`src/rtl/sts_pkg.sv`:
```
// Shared types, character codes and lookup functions for the script token scanner.
// Holds the token kind codes, the keyword table and the operator tables.
// No dependencies.
`default_nettype none

package sts_pkg;

	typedef enum logic [5:0] {
		K_END = 6'd0, K_IDENT, K_INT, K_FLOAT, K_STRING, K_BOOL,
		K_ADD, K_ADD_EQ, K_SUB, K_SUB_EQ, K_MUL, K_MUL_EQ, K_DIV, K_DIV_EQ,
		K_ASSIGN, K_EQ, K_AND, K_OR, K_PIPE, K_PIPE_NOT, K_GT, K_GE, K_LT, K_LE,
		K_LPAREN, K_RPAREN, K_LBRACE, K_RBRACE, K_LBRACK, K_RBRACK,
		K_COLON, K_DOT, K_NOT, K_VAR, K_FUNC, K_IF, K_ELSE, K_ELIF, K_TYPE,
		K_INCLUDE, K_RETURN, K_BREAK, K_CONTINUE, K_VEC2, K_VEC3, K_VEC4,
		K_CONST, K_FOR, K_WHILE, K_IN, K_NULL
	} kind_t;

	typedef struct packed {
		kind_t       kind;
		logic [19:0] line;
		logic [15:0] col;
		logic [7:0]  len;
	} token_t;

	typedef struct packed {
		kind_t      kind;
		logic [7:0] len;
	} tok_attr_t;

	typedef struct packed {
		logic  hit;
		kind_t kind;
	} op_hit_t;

	typedef struct packed {
		logic [63:0] text;   // right-aligned, first character in the highest used byte
		logic [3:0]  len;
		kind_t       kind;
		logic [3:0]  outlen;
	} kw_t;

	localparam int KW_COUNT = 23;
	localparam int KW_MAX_CHARS = 8;

	localparam kw_t KW_TABLE [KW_COUNT] = '{
		'{64'("var"),      4'd3, K_VAR,      4'd3},
		'{64'("func"),     4'd4, K_FUNC,     4'd4},
		'{64'("if"),       4'd2, K_IF,       4'd2},
		'{64'("else"),     4'd4, K_ELSE,     4'd4},
		'{64'("elif"),     4'd4, K_ELIF,     4'd4},
		'{64'("and"),      4'd3, K_AND,      4'd2},
		'{64'("or"),       4'd2, K_OR,       4'd2},
		'{64'("type"),     4'd4, K_TYPE,     4'd4},
		'{64'("include"),  4'd7, K_INCLUDE,  4'd7},
		'{64'("return"),   4'd6, K_RETURN,   4'd6},
		'{64'("break"),    4'd5, K_BREAK,    4'd5},
		'{64'("continue"), 4'd8, K_CONTINUE, 4'd8},
		'{64'("Vector2"),  4'd7, K_VEC2,     4'd7},
		'{64'("Vector3"),  4'd7, K_VEC3,     4'd7},
		'{64'("Vector4"),  4'd7, K_VEC4,     4'd7},
		'{64'("true"),     4'd4, K_BOOL,     4'd4},
		'{64'("false"),    4'd5, K_BOOL,     4'd5},
		'{64'("const"),    4'd5, K_CONST,    4'd5},
		'{64'("for"),      4'd3, K_FOR,      4'd3},
		'{64'("while"),    4'd5, K_WHILE,    4'd5},
		'{64'("in"),       4'd2, K_IN,       4'd2},
		'{64'("null"),     4'd4, K_NULL,     4'd4},
		'{64'("not"),      4'd3, K_NOT,      4'd3}
	};

	localparam logic [7:0] CH_NL     = 8'h0A;
	localparam logic [7:0] CH_TAB    = 8'h09;
	localparam logic [7:0] CH_CR     = 8'h0D;
	localparam logic [7:0] CH_SPACE  = " ";
	localparam logic [7:0] CH_HASH   = "#";
	localparam logic [7:0] CH_QUOTE  = "\"";
	localparam logic [7:0] CH_UNDER  = "_";
	localparam logic [7:0] CH_DOT    = ".";
	localparam logic [7:0] CH_PLUS   = "+";
	localparam logic [7:0] CH_MINUS  = "-";
	localparam logic [7:0] CH_STAR   = "*";
	localparam logic [7:0] CH_SLASH  = "/";
	localparam logic [7:0] CH_EQ     = "=";
	localparam logic [7:0] CH_AMP    = "&";
	localparam logic [7:0] CH_BAR    = "|";
	localparam logic [7:0] CH_GT     = ">";
	localparam logic [7:0] CH_LT     = "<";
	localparam logic [7:0] CH_BANG   = "!";
	localparam logic [7:0] CH_LPAREN = "(";
	localparam logic [7:0] CH_RPAREN = ")";
	localparam logic [7:0] CH_LBRACE = "{";
	localparam logic [7:0] CH_RBRACE = "}";
	localparam logic [7:0] CH_LBRACK = "[";
	localparam logic [7:0] CH_RBRACK = "]";
	localparam logic [7:0] CH_COLON  = ":";

	function automatic logic is_digit(logic [7:0] c);
		return (c >= "0") && (c <= "9");
	endfunction

	function automatic logic is_alpha(logic [7:0] c);
		return ((c >= "a") && (c <= "z")) || ((c >= "A") && (c <= "Z"));
	endfunction

	function automatic logic is_space(logic [7:0] c);
		return (c == CH_SPACE) || ((c >= CH_TAB) && (c <= CH_CR));
	endfunction

	function automatic logic is_op_start(logic [7:0] c);
		return (c == CH_PLUS) || (c == CH_MINUS) || (c == CH_STAR) || (c == CH_SLASH) ||
			(c == CH_EQ) || (c == CH_AMP) || (c == CH_BAR) || (c == CH_GT) ||
			(c == CH_LT);
	endfunction

	// One-character operator left pending when no second character follows.
	function automatic op_hit_t op_single(logic [7:0] f);
		op_hit_t r;
		r.hit  = 1'b1;
		r.kind = K_END;
		unique case (f)
			CH_PLUS:  r.kind = K_ADD;
			CH_MINUS: r.kind = K_SUB;
			CH_STAR:  r.kind = K_MUL;
			CH_SLASH: r.kind = K_DIV;
			CH_EQ:    r.kind = K_ASSIGN;
			CH_BAR:   r.kind = K_PIPE;
			CH_GT:    r.kind = K_GT;
			CH_LT:    r.kind = K_LT;
			default:  r.hit  = 1'b0;
		endcase
		return r;
	endfunction

	function automatic op_hit_t op_pair(logic [7:0] f, logic [7:0] c);
		op_hit_t r;
		r.hit  = 1'b0;
		r.kind = K_END;
		if (c == CH_EQ) begin
			r.hit = 1'b1;
			unique case (f)
				CH_PLUS:  r.kind = K_ADD_EQ;
				CH_MINUS: r.kind = K_SUB_EQ;
				CH_STAR:  r.kind = K_MUL_EQ;
				CH_SLASH: r.kind = K_DIV_EQ;
				CH_EQ:    r.kind = K_EQ;
				CH_GT:    r.kind = K_GE;
				CH_LT:    r.kind = K_LE;
				default:  r.hit  = 1'b0;
			endcase
		end else if ((f == CH_AMP) && (c == CH_AMP)) begin
			r.hit  = 1'b1;
			r.kind = K_AND;
		end else if ((f == CH_BAR) && (c == CH_BAR)) begin
			r.hit  = 1'b1;
			r.kind = K_OR;
		end else if ((f == CH_BAR) && (c == CH_BANG)) begin
			r.hit  = 1'b1;
			r.kind = K_PIPE_NOT;
		end
		return r;
	endfunction

	// Punctuation that forms a token by itself.
	function automatic op_hit_t punct_kind(logic [7:0] c);
		op_hit_t r;
		r.hit  = 1'b1;
		r.kind = K_END;
		unique case (c)
			CH_LPAREN: r.kind = K_LPAREN;
			CH_RPAREN: r.kind = K_RPAREN;
			CH_LBRACE: r.kind = K_LBRACE;
			CH_RBRACE: r.kind = K_RBRACE;
			CH_LBRACK: r.kind = K_LBRACK;
			CH_RBRACK: r.kind = K_RBRACK;
			CH_COLON:  r.kind = K_COLON;
			CH_DOT:    r.kind = K_DOT;
			CH_BANG:   r.kind = K_NOT;
			default:   r.hit  = 1'b0;
		endcase
		return r;
	endfunction

	// Compare the first eight name bytes against every keyword at once.
	function automatic tok_attr_t kw_lookup(logic [63:0] name8, logic [7:0] tlen);
		tok_attr_t r;
		logic      hit;
		r.kind = K_IDENT;
		r.len  = tlen;
		for (int k = 0; k < KW_COUNT; k++) begin
			hit = (tlen == {4'd0, KW_TABLE[k].len});
			for (int i = 0; i < KW_MAX_CHARS; i++) begin
				if (i < int'(KW_TABLE[k].len)) begin
					if (name8[8*i +: 8] !=
						KW_TABLE[k].text[8*(int'(KW_TABLE[k].len) - 1 - i) +: 8])
						hit = 1'b0;
				end
			end
			if (hit) begin
				r.kind = KW_TABLE[k].kind;
				r.len  = {4'd0, KW_TABLE[k].outlen};
			end
		end
		return r;
	endfunction

endpackage

`default_nettype wire

```
`src/rtl/script_token_scanner_top.sv`:
```
// Script token scanner: turns a byte stream of source text into a token stream.
// Depends on sts_pkg (kind codes, keyword and operator tables).
//
// Usage:
//   Input stream s_*: one source byte per beat in s_tdata[7:0]; s_tlast marks
//   the final byte of a text. Output stream m_*: one token per beat with kind,
//   line and column of its first character and its text length; m_tlast marks
//   the last token caused by one input byte.
//   An input beat lands in an input register; once the result register drains,
//   one pass of logic classifies it, updates the scan state and writes zero to
//   three tokens into a four-slot result register, from which m_* shows the
//   first token. A byte that yields at most one token leaves room for a new
//   byte every cycle while the receiver accepts, so ordinary text then runs at
//   one byte per clock; a byte that yields more tokens holds the input side
//   while the result register drains one token per beat.
//   When the receiver stalls, the result register holds and the input register
//   fills; s_tready drops once both are occupied. The final byte of a text also
//   emits an end token and returns the scanner to line 1, column 0.
//   Reset clears all control state; the scanner then starts at line 1, column 0.
`default_nettype none

module script_token_scanner_top
	import sts_pkg::*;
#(
	parameter int KEYWORD_CHARS = 8
) (
	input  wire logic        clk,
	input  wire logic        arst_n,
	input  wire logic        s_tvalid,
	output logic             s_tready,
	input  wire logic [7:0]  s_tdata,   // [7:0] char_code
	input  wire logic        s_tlast,   // end_of_text
	output logic             m_tvalid,
	input  wire logic        m_tready,
	output logic [55:0]      m_tdata,   // [5:0] token_kind, [25:6] start_line,
	                                    // [41:26] start_column, [49:42] lexeme_length
	output logic             m_tlast    // run_last
);

	localparam int IDXW = $clog2(KEYWORD_CHARS);
	localparam logic [19:0] LINE_MAX = '1;
	localparam logic [15:0] COL_MAX  = '1;
	localparam logic [7:0]  LEN_MAX  = '1;

	typedef enum logic [5:0] {
		M_IDLE    = 6'b000001,
		M_NUM     = 6'b000010,
		M_NAME    = 6'b000100,
		M_STR     = 6'b001000,
		M_COMMENT = 6'b010000,
		M_OP      = 6'b100000
	} mode_t;

	// input register
	logic       s1_valid;
	logic [7:0] char_s1;
	logic       eot_s1;

	// scan state
	mode_t       mode_q, mode_d;
	logic [7:0]  pfc_q, pfc_d;
	logic [7:0]  tl_q, tl_d;
	logic        dot_q, dot_d;
	logic [19:0] line_q, line_d;
	logic [15:0] col_q, col_d;
	logic [19:0] tline_q, tline_d;
	logic [15:0] tcol_q, tcol_d;
	logic [7:0]  name_q [KEYWORD_CHARS];

	logic            nb_we;
	logic [IDXW-1:0] nb_idx;
	logic [63:0]     name8_q, name8_d;

	// result register: slots for mode flush, start token, final flush, end token
	token_t     res_q [4];
	logic [3:0] resv_q;
	token_t     tok_d [4];
	logic [3:0] tokv_d;

	logic       adv, pop;
	logic [3:0] first_oh, resv_pop;
	logic [1:0] sel;
	token_t     head;

	always_comb begin
		for (int i = 0; i < KW_MAX_CHARS; i++) begin
			name8_q[8*i +: 8] = (i < KEYWORD_CHARS) ? name_q[i] : 8'd0;
			name8_d[8*i +: 8] = (nb_we && (int'(nb_idx) == i)) ? char_s1 : name8_q[8*i +: 8];
		end
	end

	always_comb begin
		logic [19:0] ln;
		logic [15:0] cl;
		logic        used;
		logic [7:0]  tl_inc;
		op_hit_t     oh;
		tok_attr_t   ta;

		mode_d  = mode_q;
		pfc_d   = pfc_q;
		tl_d    = tl_q;
		dot_d   = dot_q;
		tline_d = tline_q;
		tcol_d  = tcol_q;
		nb_we   = 1'b0;
		nb_idx  = tl_q[IDXW-1:0];
		used    = 1'b0;
		tokv_d  = 4'd0;
		tl_inc  = tl_q + {7'd0, (tl_q != LEN_MAX)};
		oh.hit  = 1'b0;
		oh.kind = K_END;
		ta.kind = K_IDENT;
		ta.len  = 8'd0;
		for (int i = 0; i < 4; i++) begin
			tok_d[i].kind = K_END;
			tok_d[i].line = 20'd0;
			tok_d[i].col  = 16'd0;
			tok_d[i].len  = 8'd0;
		end

		// position of this byte; a newline sits at column 0 of the next line
		if (char_s1 == CH_NL) begin
			line_d = line_q + {19'd0, (line_q != LINE_MAX)};
			ln     = line_d;
			cl     = 16'd0;
			col_d  = 16'd1;
		end else begin
			line_d = line_q;
			ln     = line_q;
			cl     = col_q;
			col_d  = col_q + {15'd0, (col_q != COL_MAX)};
		end

		tok_d[0].line = tline_q;
		tok_d[0].col  = tcol_q;
		unique case (mode_q)
			M_NUM: begin
				if (is_digit(char_s1)) begin
					tl_d = tl_inc;
					used = 1'b1;
				end else if ((char_s1 == CH_DOT) && !dot_q) begin
					dot_d = 1'b1;
					tl_d  = tl_inc;
					used  = 1'b1;
				end else begin
					tokv_d[0]     = 1'b1;
					tok_d[0].kind = dot_q ? K_FLOAT : K_INT;
					tok_d[0].len  = tl_q;
					mode_d        = M_IDLE;
				end
			end
			M_NAME: begin
				if (is_alpha(char_s1) || is_digit(char_s1) || (char_s1 == CH_UNDER)) begin
					nb_we = (tl_q < 8'(KEYWORD_CHARS));
					tl_d  = tl_inc;
					used  = 1'b1;
				end else begin
					ta            = kw_lookup(name8_q, tl_q);
					tokv_d[0]     = 1'b1;
					tok_d[0].kind = ta.kind;
					tok_d[0].len  = ta.len;
					mode_d        = M_IDLE;
				end
			end
			M_STR: begin
				if (char_s1 == CH_QUOTE) begin
					tokv_d[0]     = 1'b1;
					tok_d[0].kind = K_STRING;
					tok_d[0].len  = tl_q;
					mode_d        = M_IDLE;
				end else begin
					tl_d = tl_inc;
				end
				used = 1'b1;
			end
			M_COMMENT: begin
				if (char_s1 == CH_NL)
					mode_d = M_IDLE;
				used = 1'b1;
			end
			M_OP: begin
				oh = op_pair(pfc_q, char_s1);
				if (oh.hit) begin
					tokv_d[0]     = 1'b1;
					tok_d[0].kind = oh.kind;
					tok_d[0].len  = 8'd2;
					used          = 1'b1;
				end else begin
					oh            = op_single(pfc_q);
					tokv_d[0]     = oh.hit;
					tok_d[0].kind = oh.kind;
					tok_d[0].len  = 8'd1;
				end
				mode_d = M_IDLE;
			end
			default: mode_d = M_IDLE;
		endcase

		// byte not taken by a pending token starts a new one
		if (!used) begin
			tline_d = ln;
			tcol_d  = cl;
			oh      = punct_kind(char_s1);
			priority if (is_space(char_s1)) begin
				mode_d = mode_d;
			end else if (is_digit(char_s1)) begin
				mode_d = M_NUM;
				tl_d   = 8'd1;
				dot_d  = 1'b0;
			end else if (is_alpha(char_s1) || (char_s1 == CH_UNDER)) begin
				mode_d = M_NAME;
				nb_we  = 1'b1;
				nb_idx = '0;
				tl_d   = 8'd1;
			end else if (char_s1 == CH_HASH) begin
				mode_d = M_COMMENT;
			end else if (char_s1 == CH_QUOTE) begin
				mode_d = M_STR;
				tl_d   = 8'd0;
			end else if (is_op_start(char_s1)) begin
				mode_d = M_OP;
				pfc_d  = char_s1;
			end else begin
				tokv_d[1]     = oh.hit;
				tok_d[1].kind = oh.kind;
				tok_d[1].line = ln;
				tok_d[1].col  = cl;
				tok_d[1].len  = 8'd1;
			end
		end

		// final byte: flush what is pending, add the end token, then restart
		if (eot_s1) begin
			tok_d[2].line = tline_d;
			tok_d[2].col  = tcol_d;
			unique case (mode_d)
				M_NUM: begin
					tokv_d[2]     = 1'b1;
					tok_d[2].kind = dot_d ? K_FLOAT : K_INT;
					tok_d[2].len  = tl_d;
				end
				M_NAME: begin
					ta            = kw_lookup(name8_d, tl_d);
					tokv_d[2]     = 1'b1;
					tok_d[2].kind = ta.kind;
					tok_d[2].len  = ta.len;
				end
				M_STR: begin
					tokv_d[2]     = 1'b1;
					tok_d[2].kind = K_STRING;
					tok_d[2].len  = tl_d;
				end
				M_OP: begin
					oh            = op_single(pfc_d);
					tokv_d[2]     = oh.hit;
					tok_d[2].kind = oh.kind;
					tok_d[2].len  = 8'd1;
				end
				default: tokv_d[2] = 1'b0;
			endcase
			tokv_d[3]     = 1'b1;
			tok_d[3].kind = K_END;
			tok_d[3].line = line_d;
			tok_d[3].col  = col_d;
			tok_d[3].len  = 8'd0;
			mode_d  = M_IDLE;
			pfc_d   = 8'd0;
			tl_d    = 8'd0;
			dot_d   = 1'b0;
			line_d  = 20'd1;
			col_d   = 16'd0;
			tline_d = 20'd0;
			tcol_d  = 16'd0;
		end
	end

	// output side: present the lowest occupied slot
	assign first_oh = resv_q & (~resv_q + 4'd1);
	assign pop      = m_tvalid && m_tready;
	assign resv_pop = pop ? (resv_q & ~first_oh) : resv_q;
	assign adv      = s1_valid && (resv_pop == 4'd0);
	assign s_tready = !s1_valid || adv;

	always_comb begin
		priority if (resv_q[0]) sel = 2'd0;
		else if (resv_q[1])     sel = 2'd1;
		else if (resv_q[2])     sel = 2'd2;
		else                    sel = 2'd3;
	end

	assign head     = res_q[sel];
	assign m_tvalid = (resv_q != 4'd0);
	assign m_tlast  = ((resv_q & (resv_q - 4'd1)) == 4'd0);
	assign m_tdata  = {6'd0, head.len, head.col, head.line, head.kind};

	always_ff @(posedge clk or negedge arst_n) begin
		if (!arst_n) begin
			s1_valid <= 1'b0;
		end else if (s_tready) begin
			s1_valid <= s_tvalid;
		end
	end

	always_ff @(posedge clk) begin
		if (s_tvalid && s_tready) begin
			char_s1 <= s_tdata;
			eot_s1  <= s_tlast;
		end
	end

	always_ff @(posedge clk or negedge arst_n) begin
		if (!arst_n) begin
			mode_q  <= M_IDLE;
			pfc_q   <= 8'd0;
			tl_q    <= 8'd0;
			dot_q   <= 1'b0;
			line_q  <= 20'd1;
			col_q   <= 16'd0;
			tline_q <= 20'd0;
			tcol_q  <= 16'd0;
			resv_q  <= 4'd0;
		end else begin
			if (adv) begin
				mode_q  <= mode_d;
				pfc_q   <= pfc_d;
				tl_q    <= tl_d;
				dot_q   <= dot_d;
				line_q  <= line_d;
				col_q   <= col_d;
				tline_q <= tline_d;
				tcol_q  <= tcol_d;
				resv_q  <= tokv_d;
			end else begin
				resv_q  <= resv_pop;
			end
		end
	end

	always_ff @(posedge clk) begin
		if (adv) begin
			for (int i = 0; i < 4; i++)
				res_q[i] <= tok_d[i];
		end
	end

	always_ff @(posedge clk) begin
		if (adv && nb_we)
			name_q[nb_idx] <= char_s1;
	end

	// final byte leaves the end token in the last slot
	assert property (@(posedge clk) disable iff (!arst_n)
		adv && eot_s1 |=> resv_q[3] && (res_q[3].kind == K_END))
		else $error("end token missing after final byte");

	// final byte restarts position and mode
	assert property (@(posedge clk) disable iff (!arst_n)
		adv && eot_s1 |=> (line_q == 20'd1) && (col_q == 16'd0) && (mode_q == M_IDLE))
		else $error("scanner not restarted after final byte");

	// one byte never yields four tokens
	assert property (@(posedge clk) disable iff (!arst_n)
		$countones(resv_q) <= 3)
		else $error("more than three tokens from one byte");

	// slots only drain between loads
	assert property (@(posedge clk) disable iff (!arst_n)
		!adv |=> ((resv_q & ~$past(resv_q)) == 4'd0))
		else $error("result slot set without a load");

	// a pending name always holds at least one character
	assert property (@(posedge clk) disable iff (!arst_n)
		(mode_q == M_NAME) |-> (tl_q != 8'd0))
		else $error("empty pending name");

endmodule

`default_nettype wire

```
`config.mk`:
```
export PLATFORM = sky130hd
export DESIGN_NAME = script_token_scanner_top
export DESIGN_NICKNAME = d
export VERILOG_FILES = /design/src/rtl/sts_pkg.sv /design/src/rtl/script_token_scanner_top.sv
export SDC_FILE = /design/constraint.sdc
export NUM_CORES = 1
export LEC_CHECK = 0
export ABC_AREA = 1
export BUFFER_PORTS_ARGS = -buffer_cell sky130_fd_sc_hd__buf_2
export CORE_AREA = 2 2 260 262
export DETAILED_ROUTE_END_ITERATION = 10
export DIE_AREA = 0 0 262 264
export PLACE_DENSITY = 0.54
export SKIP_CTS_REPAIR_TIMING = 1
export SLEW_MARGIN = 5
export SYNTH_ARGS = -nofsm -noshare
export SYNTH_HDL_FRONTEND = slang
export SYNTH_SLANG_ARGS = --single-unit
```
`constraint.sdc`:
```
create_clock -name clk -period 17 [get_ports clk]
set_input_delay 0.85 -clock clk [delete_from_list [all_inputs] [get_ports clk]]
set_output_delay 0.85 -clock clk [all_outputs]
set_load 0.005 [all_outputs]
```
==> metrics, run 1 <==
most frequent cells in the layout nand2_1, nor2_1, edfxtp_1, inv_1, o21ai_0; minimum clock period 5150 ps; drt wl/cell 19.8 µm; CTS Buffer Depth 3; Layout area overhead 12.6%; Slowest cell on crit path buf_4; number of synthesized flops with an enable pin 251; register area share after synthesis 50.7%; H-Tree Depth 2; unrepaired setup endpoints after global routing false; Root Buffer clkbuf_16; routed via count 17.2k; Syn Area/Cell 8.35 µm²; Global Route Usage Sum 18.8%; Rows 95; share of cells above drive strength 1 11.9%; Post-synth top flop edfxtp_1; critical path type reg2reg; Max-slew headroom 12.0%; Clock transition at path regs 60 ps; final hold slack 297 ps; Critical Path, Cell by Cell nor2_4 > buf_4 > inv_2 > nor2_1 > inv_1 > buf_4 > or2_2 > nand2_1 > o21ai_0 > nand2_1 > nor2_1 > nand2_2 > buf_4 > nor2_1 > inv_2 > buf_4 > o21ai_0; DRT antenna net count 0; port buffer count 65; Vert. Die Dim 264 µm; initial drt markers 1703; residual DRC count 0; Initial Util 29.8%; Post-Syn Area 19800 µm²; skew final 26.0 ps; Clock Sinks 351; worst min-delay path class in2async; status completed; arrival time at the worst endpoint 5550 ps; number of global-route vias before repair 17.1k; Total Wirelength 65700 µm; final setup vio count 0; HPWL Detailed 46800 µm; R2R Path End tcol_q[7]; CP max FO 71; Worst Path Required 17400 ps; crit-path max cell delay 710 ps; Slew Limit Fails 0; Routability Congestion 0.947; Fmax 0.194 GHz; VDD IR max 0.000145 V; Remaining Overflow, GRT 0; worst reg2reg startpoint resv_q[0]; largest net degree at the start of global routing 104; CP endpoint kind flop; Critical path buffers and inverters 7; Clk Latency, worst-skew pair 580 ps; Fill cells 7009; Synth async-reset ratio 28.5%; CP dominant cell by count buf_4; register-to-register setup slack 11850 ps; synth warn 0; nets@finish 2434; final hold viol count 0; initial antenna violation count 0; DR pass1 iterations 8; Synth Instances 2373; first-pass GRT wire length 101000 µm; commonest non-fill, non-tap cell in the layout nand2_1; total CTS buffers 40; io pins 72; Pwr Density 157 nW/µm²; Worst path depth 17; Reg2Reg Depth 17; number of synthesized register bits 351; Worst Tran Pin Value 1310 ps; max-cap violations 0; DIE WIDTH 262 µm; period utilisation layout 30.3%; ant diodes 0; vias per inst 5.20; Leak 8.86 nW; CTS tree built; CORE AREA 66600 µm²; die area 69200 µm²; startpoint types flop; Yosys cell types 68; Top delay family on crit path buffers and inverters; setup TNS 0 ps
[cell families (layout without fill, tap and decap cells)]
kind of cell | after synthesis | after routing | share of synthesized area, %
fa+ha+maj | 6 | 6 | 0.379
xor+xnor | 21 | 21 | 0.929
buf+inv | 375 | 443 | 7.69
simple gates | 1254 | 1254 | 29.3
compound gates | 365 | 365 | 11.0
flops | 351 | 351 | 50.7
other cells | 1 | 6 | 0.0189
[where the power goes]
| part | leakage (nW) | internal, mW | total [mW] | switching, mW |
|---|---|---|---|---|
| logic | 4.41 | 0.304 | 1.21 | 0.909 |
| clock network | 0.648 | 0.512 | 0.879 | 0.368 |
| registers | 3.80 | 1.29 | 1.40 | 0.111 |
[through the flow]
step / std cells / instance area, µm² / utilization, % / setup WS, ps / total power [mW]
finish: 3319 / 22300 / 33.5 / 11850 / 3.50
global route: 3319 / 22300 / 33.5 / 11500 / 3.70
CTS: 3319 / 22300 / 33.5 / 11880 / 3.54
detailed placement: 3246 / 21000 / 31.5 / 11910 / 2.65
global placement: 3246 / 21000 / 31.5 / 11940 / 2.63
floorplan: 2378 / 19800 / - / 9690 / 2.19
[metal layers]
| metal | part of all wire, % | vias up | track usage [%] | routed length [µm] |
|---|---|---|---|---|
| met5 | 0 | - | 0 | 0 |
| met4 | 3.2 | 0 | 6.26 | 2120 |
| met3 | 6.2 | 133 | 2.74 | 4060 |
| met2 | 48 | 565 | 31.8 | 31400 |
| met1 | 43 | 8320 | 24.6 | 28100 |
| li1 | - | 8231 | - | - |
[area by class of cell]
class,count,area [µm²],share of cell area (%)
Inverter,285,1090,4.91
Tap cell,873,1090,4.90
Clock inverter,24,251,1.13
Sequential cell,351,10000,45.0
Timing Repair Buffer,85,478,2.14
Multi-Input combinational cell,1652,8290,37.1
Clock buffer,49,1070,4.78
[worst reg2reg max path, stage by stage (launching register included)]
cell and delay [ps]:
dfrtp_1 520, nor2_4 150, buf_4 530, inv_2 80, nor2_1 100, inv_1 40, buf_4 310, or2_2 370
nand2_1 120, o21ai_0 130, nand2_1 130, nor2_1 50, nand2_2 110, buf_4 680, nor2_1 260, inv_2 410
buf_4 720, o21ai_0 290
[registers in the layout, indices dropped and copies added (netlist names), 6 cells and up]
| signal | cells |
|---|---|
| col_q | 16 |
| tcol_q | 16 |
| line_q | 20 |
| res_q | 178 |
| pfc_q | 8 |
| tline_q | 20 |
| tl_q | 8 |
| mode_q | 6 |
| char_s1 | 8 |
| name_q | 64 |
[worst max-delay path by stage]
stage / startpoint / end
after global placement: resv_q[0] / tcol_q[5]
after global routing: resv_q[0] / tcol_q[8]
final: resv_q[0] / tcol_q[7]
after floorplan: resv_q[1] / res_q[0][0]
after detailed placement: resv_q[0] / tcol_q[4]
after CTS: resv_q[0] / tcol_q[7]
[cells in the mapped netlist (7+ instances only)]
cell / instances / area (µm²)
o22ai_1: 79 / 494
dfrtp_1: 98 / 2450
a31oi_1: 8 / 50.1
nor2_1: 388 / 1460
nand3_2: 13 / 130
nor3_1: 127 / 636
nor4_1: 23 / 144
nand4_1: 64 / 400
inv_1: 252 / 946
a21oi_1: 36 / 180
a211oi_1: 36 / 270
o21ai_1: 15 / 75.1
nand3_1: 148 / 741
nand2_1: 391 / 1470
o21ai_0: 152 / 761
xor2_1: 21 / 184
buf_4: 8 / 60.1
edfxtp_1: 251 / 7540
clkbuf_1: 64 / 240
nor2_2: 19 / 119
inv_2: 27 / 101
buf_6: 7 / 78.8
nand2_2: 33 / 206
o31ai_1: 8 / 60.1
nor2_4: 9 / 101
Note: power is estimated with default switching activity, not from simulation.
==> run 2, diff against run 1 <==
- ABC_AREA: 1 -> 0
- clock period: 17 -> 4.8 ns (I/O delays scaled with it)
==> run 2 against run 1 <==
  * Die area unchanged
  * Design area increased by 2.7%
  * Combinational power increased by 100%
  * Count of clock-buffer cells in the layout increased by 5
  * Largest cell class unchanged
  * Non-clock buffer count increased by 98
  * Critical endpoint is now res_q[2][5]
  * First-iteration DRC count increased by 7.0%
==> metrics, run 2 <==
number of global-route vias before repair 16.8k (was 17.1k); nets@finish 2150 (was 2434); CP endpoint kind flop (unchanged); most frequent cell after synthesis edfxtp_1 (was nand2_1); Regs by FF count res_q x178, name_q x64 (unchanged); Post-Syn Area 19700 µm² (was 19800 µm²); routed via count 17.3k (was 17.2k); Reg with most FFs res_q (unchanged); io pins 72 (unchanged); register area share after synthesis 51.1% (was 50.7%); Yosys cell types 88 (was 68); Total Wirelength 75100 µm (was 65700 µm); Leak 8.28 nW (was 8.86 nW); Reg2Reg Depth 13 (was 17); Vert. Die Dim 264 µm (unchanged); Layout area overhead 16.5% (was 12.6%); largest net degree at the start of global routing 80 (was 104); crit-path max cell delay 680 ps (was 710 ps); sequential group share of total power 42.3% (was 40.1%); Post-synth top flop edfxtp_1 (unchanged); Slew Limit Fails 0 (unchanged); Pint 6.68 mW (was 2.11 mW); most frequent cells in the layout edfxtp_1, nand2_1, nor2_1, o21ai_0, buf_4 (was nand2_1, nor2_1, edfxtp_1, inv_1, o21ai_0); Fill cells 6869 (was 7009); Logic pwr share 24.1% (was 34.7%); CTS Buffer Depth 3 (unchanged); Slowest cell on crit path or4_1 (was buf_4); Worst Path Required 5110 ps (was 17400 ps); share of cells above drive strength 1 13.2% (was 11.9%); minimum clock period 4580 ps (was 5150 ps); skew final 55.3 ps (was 26.0 ps); net switching power 3.34 mW (was 1.39 mW); Clock Sinks 351 (unchanged); DRT antenna net count 0 (unchanged); critical path type reg2reg (unchanged); residual DRC count 0 (unchanged); CTS tree built (unchanged); H-Tree Depth 2 (unchanged); worst reg2reg startpoint char_s1[2] (was resv_q[0]); Critical path buffers and inverters 2 (was 7); initial antenna violation count 4 (was 0); Synth area leaders edfxtp_1, dfrtp_1, nand2_1 (unchanged); status completed (unchanged); HPWL Detailed 54700 µm (was 46800 µm); Synth area leader edfxtp_1 (unchanged); Clock transition at path regs 60 ps (about the same); port buffer count 65 (unchanged); die area 69200 µm² (unchanged); Root Buffer clkbuf_16 (unchanged); top cells by count, synth edfxtp_1, nand2_1, nor2_1, o21ai_0, clkbuf_1 (was nand2_1, nor2_1, inv_1, edfxtp_1, o21ai_0); period utilisation layout 95.5% (was 30.3%); switching share of power 33.3% (was 39.7%); Clk Latency, worst-skew pair 610 ps (was 580 ps); unrepaired setup endpoints after global routing false (unchanged); arrival time at the worst endpoint 4900 ps (was 5550 ps); Setup WS pre-CTS 346 ps (was 11910 ps); Remaining Overflow, GRT 0 (unchanged); Fmax 0.218 GHz (was 0.194 GHz); Max-slew headroom 16.2% (was 12.0%); clock network fraction of total power 33.6% (was 25.2%); Top delay family on crit path simple AND/OR/NAND/NOR gates (was buffers and inverters); final hold viol count 0 (unchanged); Syn Area/Cell 9.57 µm² (was 8.35 µm²); DR pass1 iterations 6 (was 8); DIE WIDTH 262 µm (unchanged); register-to-register setup slack 220 ps (was 11850 ps); setup TNS 0 ps (unchanged); share of the synthesized area in the top cell type 38.3% (was 38.1%); first-pass GRT wire length 111000 µm (was 101000 µm); Critical Path, Cell by Cell buf_4 > nor4b_1 > a211o_1 > and3_1 > nand2_1 > o211ai_1 > nand4_1 > or4_1 > a21oi_1 > buf_4 > nor2_1 > nand3_1 > a21oi_1 (was nor2_4 > buf_4 > inv_2 > nor2_1 > inv_1 > buf_4 > or2_2 > nand2_1 > o21ai_0 > nand2_1 > nor2_1 > nand2_2 > buf_4 > nor2_1 > inv_2 > buf_4 > o21ai_0); max FFs per register 178 (unchanged); startpoint types flop (unchanged); VDD IR max 0.000247 V (was 0.000145 V); worst min-delay path class in2async (unchanged); commonest non-fill, non-tap cell in the layout edfxtp_1 (was nand2_1); Synth async-reset ratio 28.5% (unchanged); initial drt markers 1823 (was 1703); Rows 95 (unchanged); synth warn 0 (unchanged); Worst Tran Pin Value 1250 ps (was 1310 ps); number of synthesized flops with an enable pin 251 (unchanged); ant diodes 0 (unchanged); drt wl/cell 24.7 µm (was 19.8 µm); Pwr Density 438 nW/µm² (was 157 nW/µm²); max-cap violations 0 (unchanged); total CTS buffers 42 (was 40); origin of the worst setup path char_s1[2] (was resv_q[0]); Routability Congestion 1.01 (was 0.947); R2R Path End res_q[2][5] (was tcol_q[7]); fin worst setup slack 218 ps (was 11850 ps); final setup vio count 0 (unchanged); Initial Util 29.5% (was 29.8%); CORE AREA 66600 µm² (unchanged); number of synthesized register bits 351 (unchanged); Synth Instances 2055 (was 2373); vias per inst 5.69 (was 5.20); Global Route Usage Sum 21.4% (was 18.8%); CP max FO 12 (was 71)
==> run 2: changes by cell type after synthesis, moves of 35 or more <==
cell / before / now
and2_1: 1 / 50
inv_1: 252 / 19
nand4_1: 64 / 29
and3_1: 0 / 39
nor3_1: 127 / 58
nor2_1: 388 / 166
nand2_1: 391 / 242
clkbuf_1: 64 / 120
nand3_1: 148 / 86
a21oi_1: 36 / 98
nor2b_1: 1 / 51
==> run 2: kinds of logic (layout without fill, tap and decap cells) <==
| logic type | Yosys count | in the layout | share of synthesized area, % |
|---|---|---|---|
| compound gates | 550 | 550 | 17.7 |
| buf+inv | 176 | 281 | 3.67 |
| flops | 351 | 351 | 51.1 |
| mux | 28 | 28 | 1.47 |
| fa+ha+maj | 8 | 8 | 0.484 |
| simple gates | 895 | 895 | 23.5 |
| other cells | 1 | 6 | 0.0191 |
| xor+xnor | 46 | 46 | 2.05 |
==> run 2: worst reg2reg max path, stage by stage, from the launching register on <==
cell and delay, ps:
edfxtp_1 590, buf_4 250, nor4b_1 440, a211o_1 260, and3_1 220, nand2_1 230
o211ai_1 490, nand4_1 390, or4_1 690, a21oi_1 160, buf_4 160, nor2_1 50
nand3_1 230, a21oi_1 150
==> run 2: worst max path at each step <==
stage,endpoint,slack [ps],depth (start not counted)
2_1_floorplan,name_q[1][0],1050,9
6_report,res_q[2][5],220,13
4_1_cts,res_q[2][5],300,13
3_3_place_gp,res_q[2][5],320,13
3_5_place_dp,res_q[2][46],350,13
5_1_grt,res_q[2][5],90,12
==> run 2: routing by layer <==
metal  global-route usage (%)  wire [µm]  vias to the layer above  part of all wire [%]
met1                     28.2      31900                     8554                    42
met5                        0          0                        -                     0
met2                     34.5      34800                      722                    46
met4                     9.33       3490                        0                   4.6
li1                         -          -                     7839                     -
met3                     3.45       4940                      172                   6.6
==> run 2: layout make-up <==
cell class | count | area (µm²) | share of cell area, %
Timing Repair Buffer | 183 | 1290 | 5.65
Inverter | 20 | 80.1 | 0.350
Clock inverter | 24 | 342 | 1.49
Tap cell | 873 | 1090 | 4.77
Clock buffer | 54 | 1130 | 4.92
Sequential cell | 351 | 10000 | 43.8
Multi-Input combinational cell | 1533 | 8930 | 39.0
==> run 2: power groups by stage <==
stage               logic [mW]  registers [mW]  clock network, mW
finish                    2.42            4.24               3.37
global route              2.64            4.29               3.56
CTS                       2.44            4.24               3.44
detailed placement        2.44            4.29                  0
global placement          2.42            4.27                  0
floorplan                 1.35            4.19                  0
==> run 2: per-stage QoR <==
step                area, µm²  util (%)  total power, mW  hold WS, ps  instances
detailed placement      21300      32.0             6.73          427       2948
finish                  22900      34.4             10.0          303       3038
floorplan               19700         -             5.53        -55.6       2060
global placement        21300      32.0             6.70          425       2948
CTS                     22800      34.2             10.1         -215       3026
global route            22900      34.4             10.5          371       3038
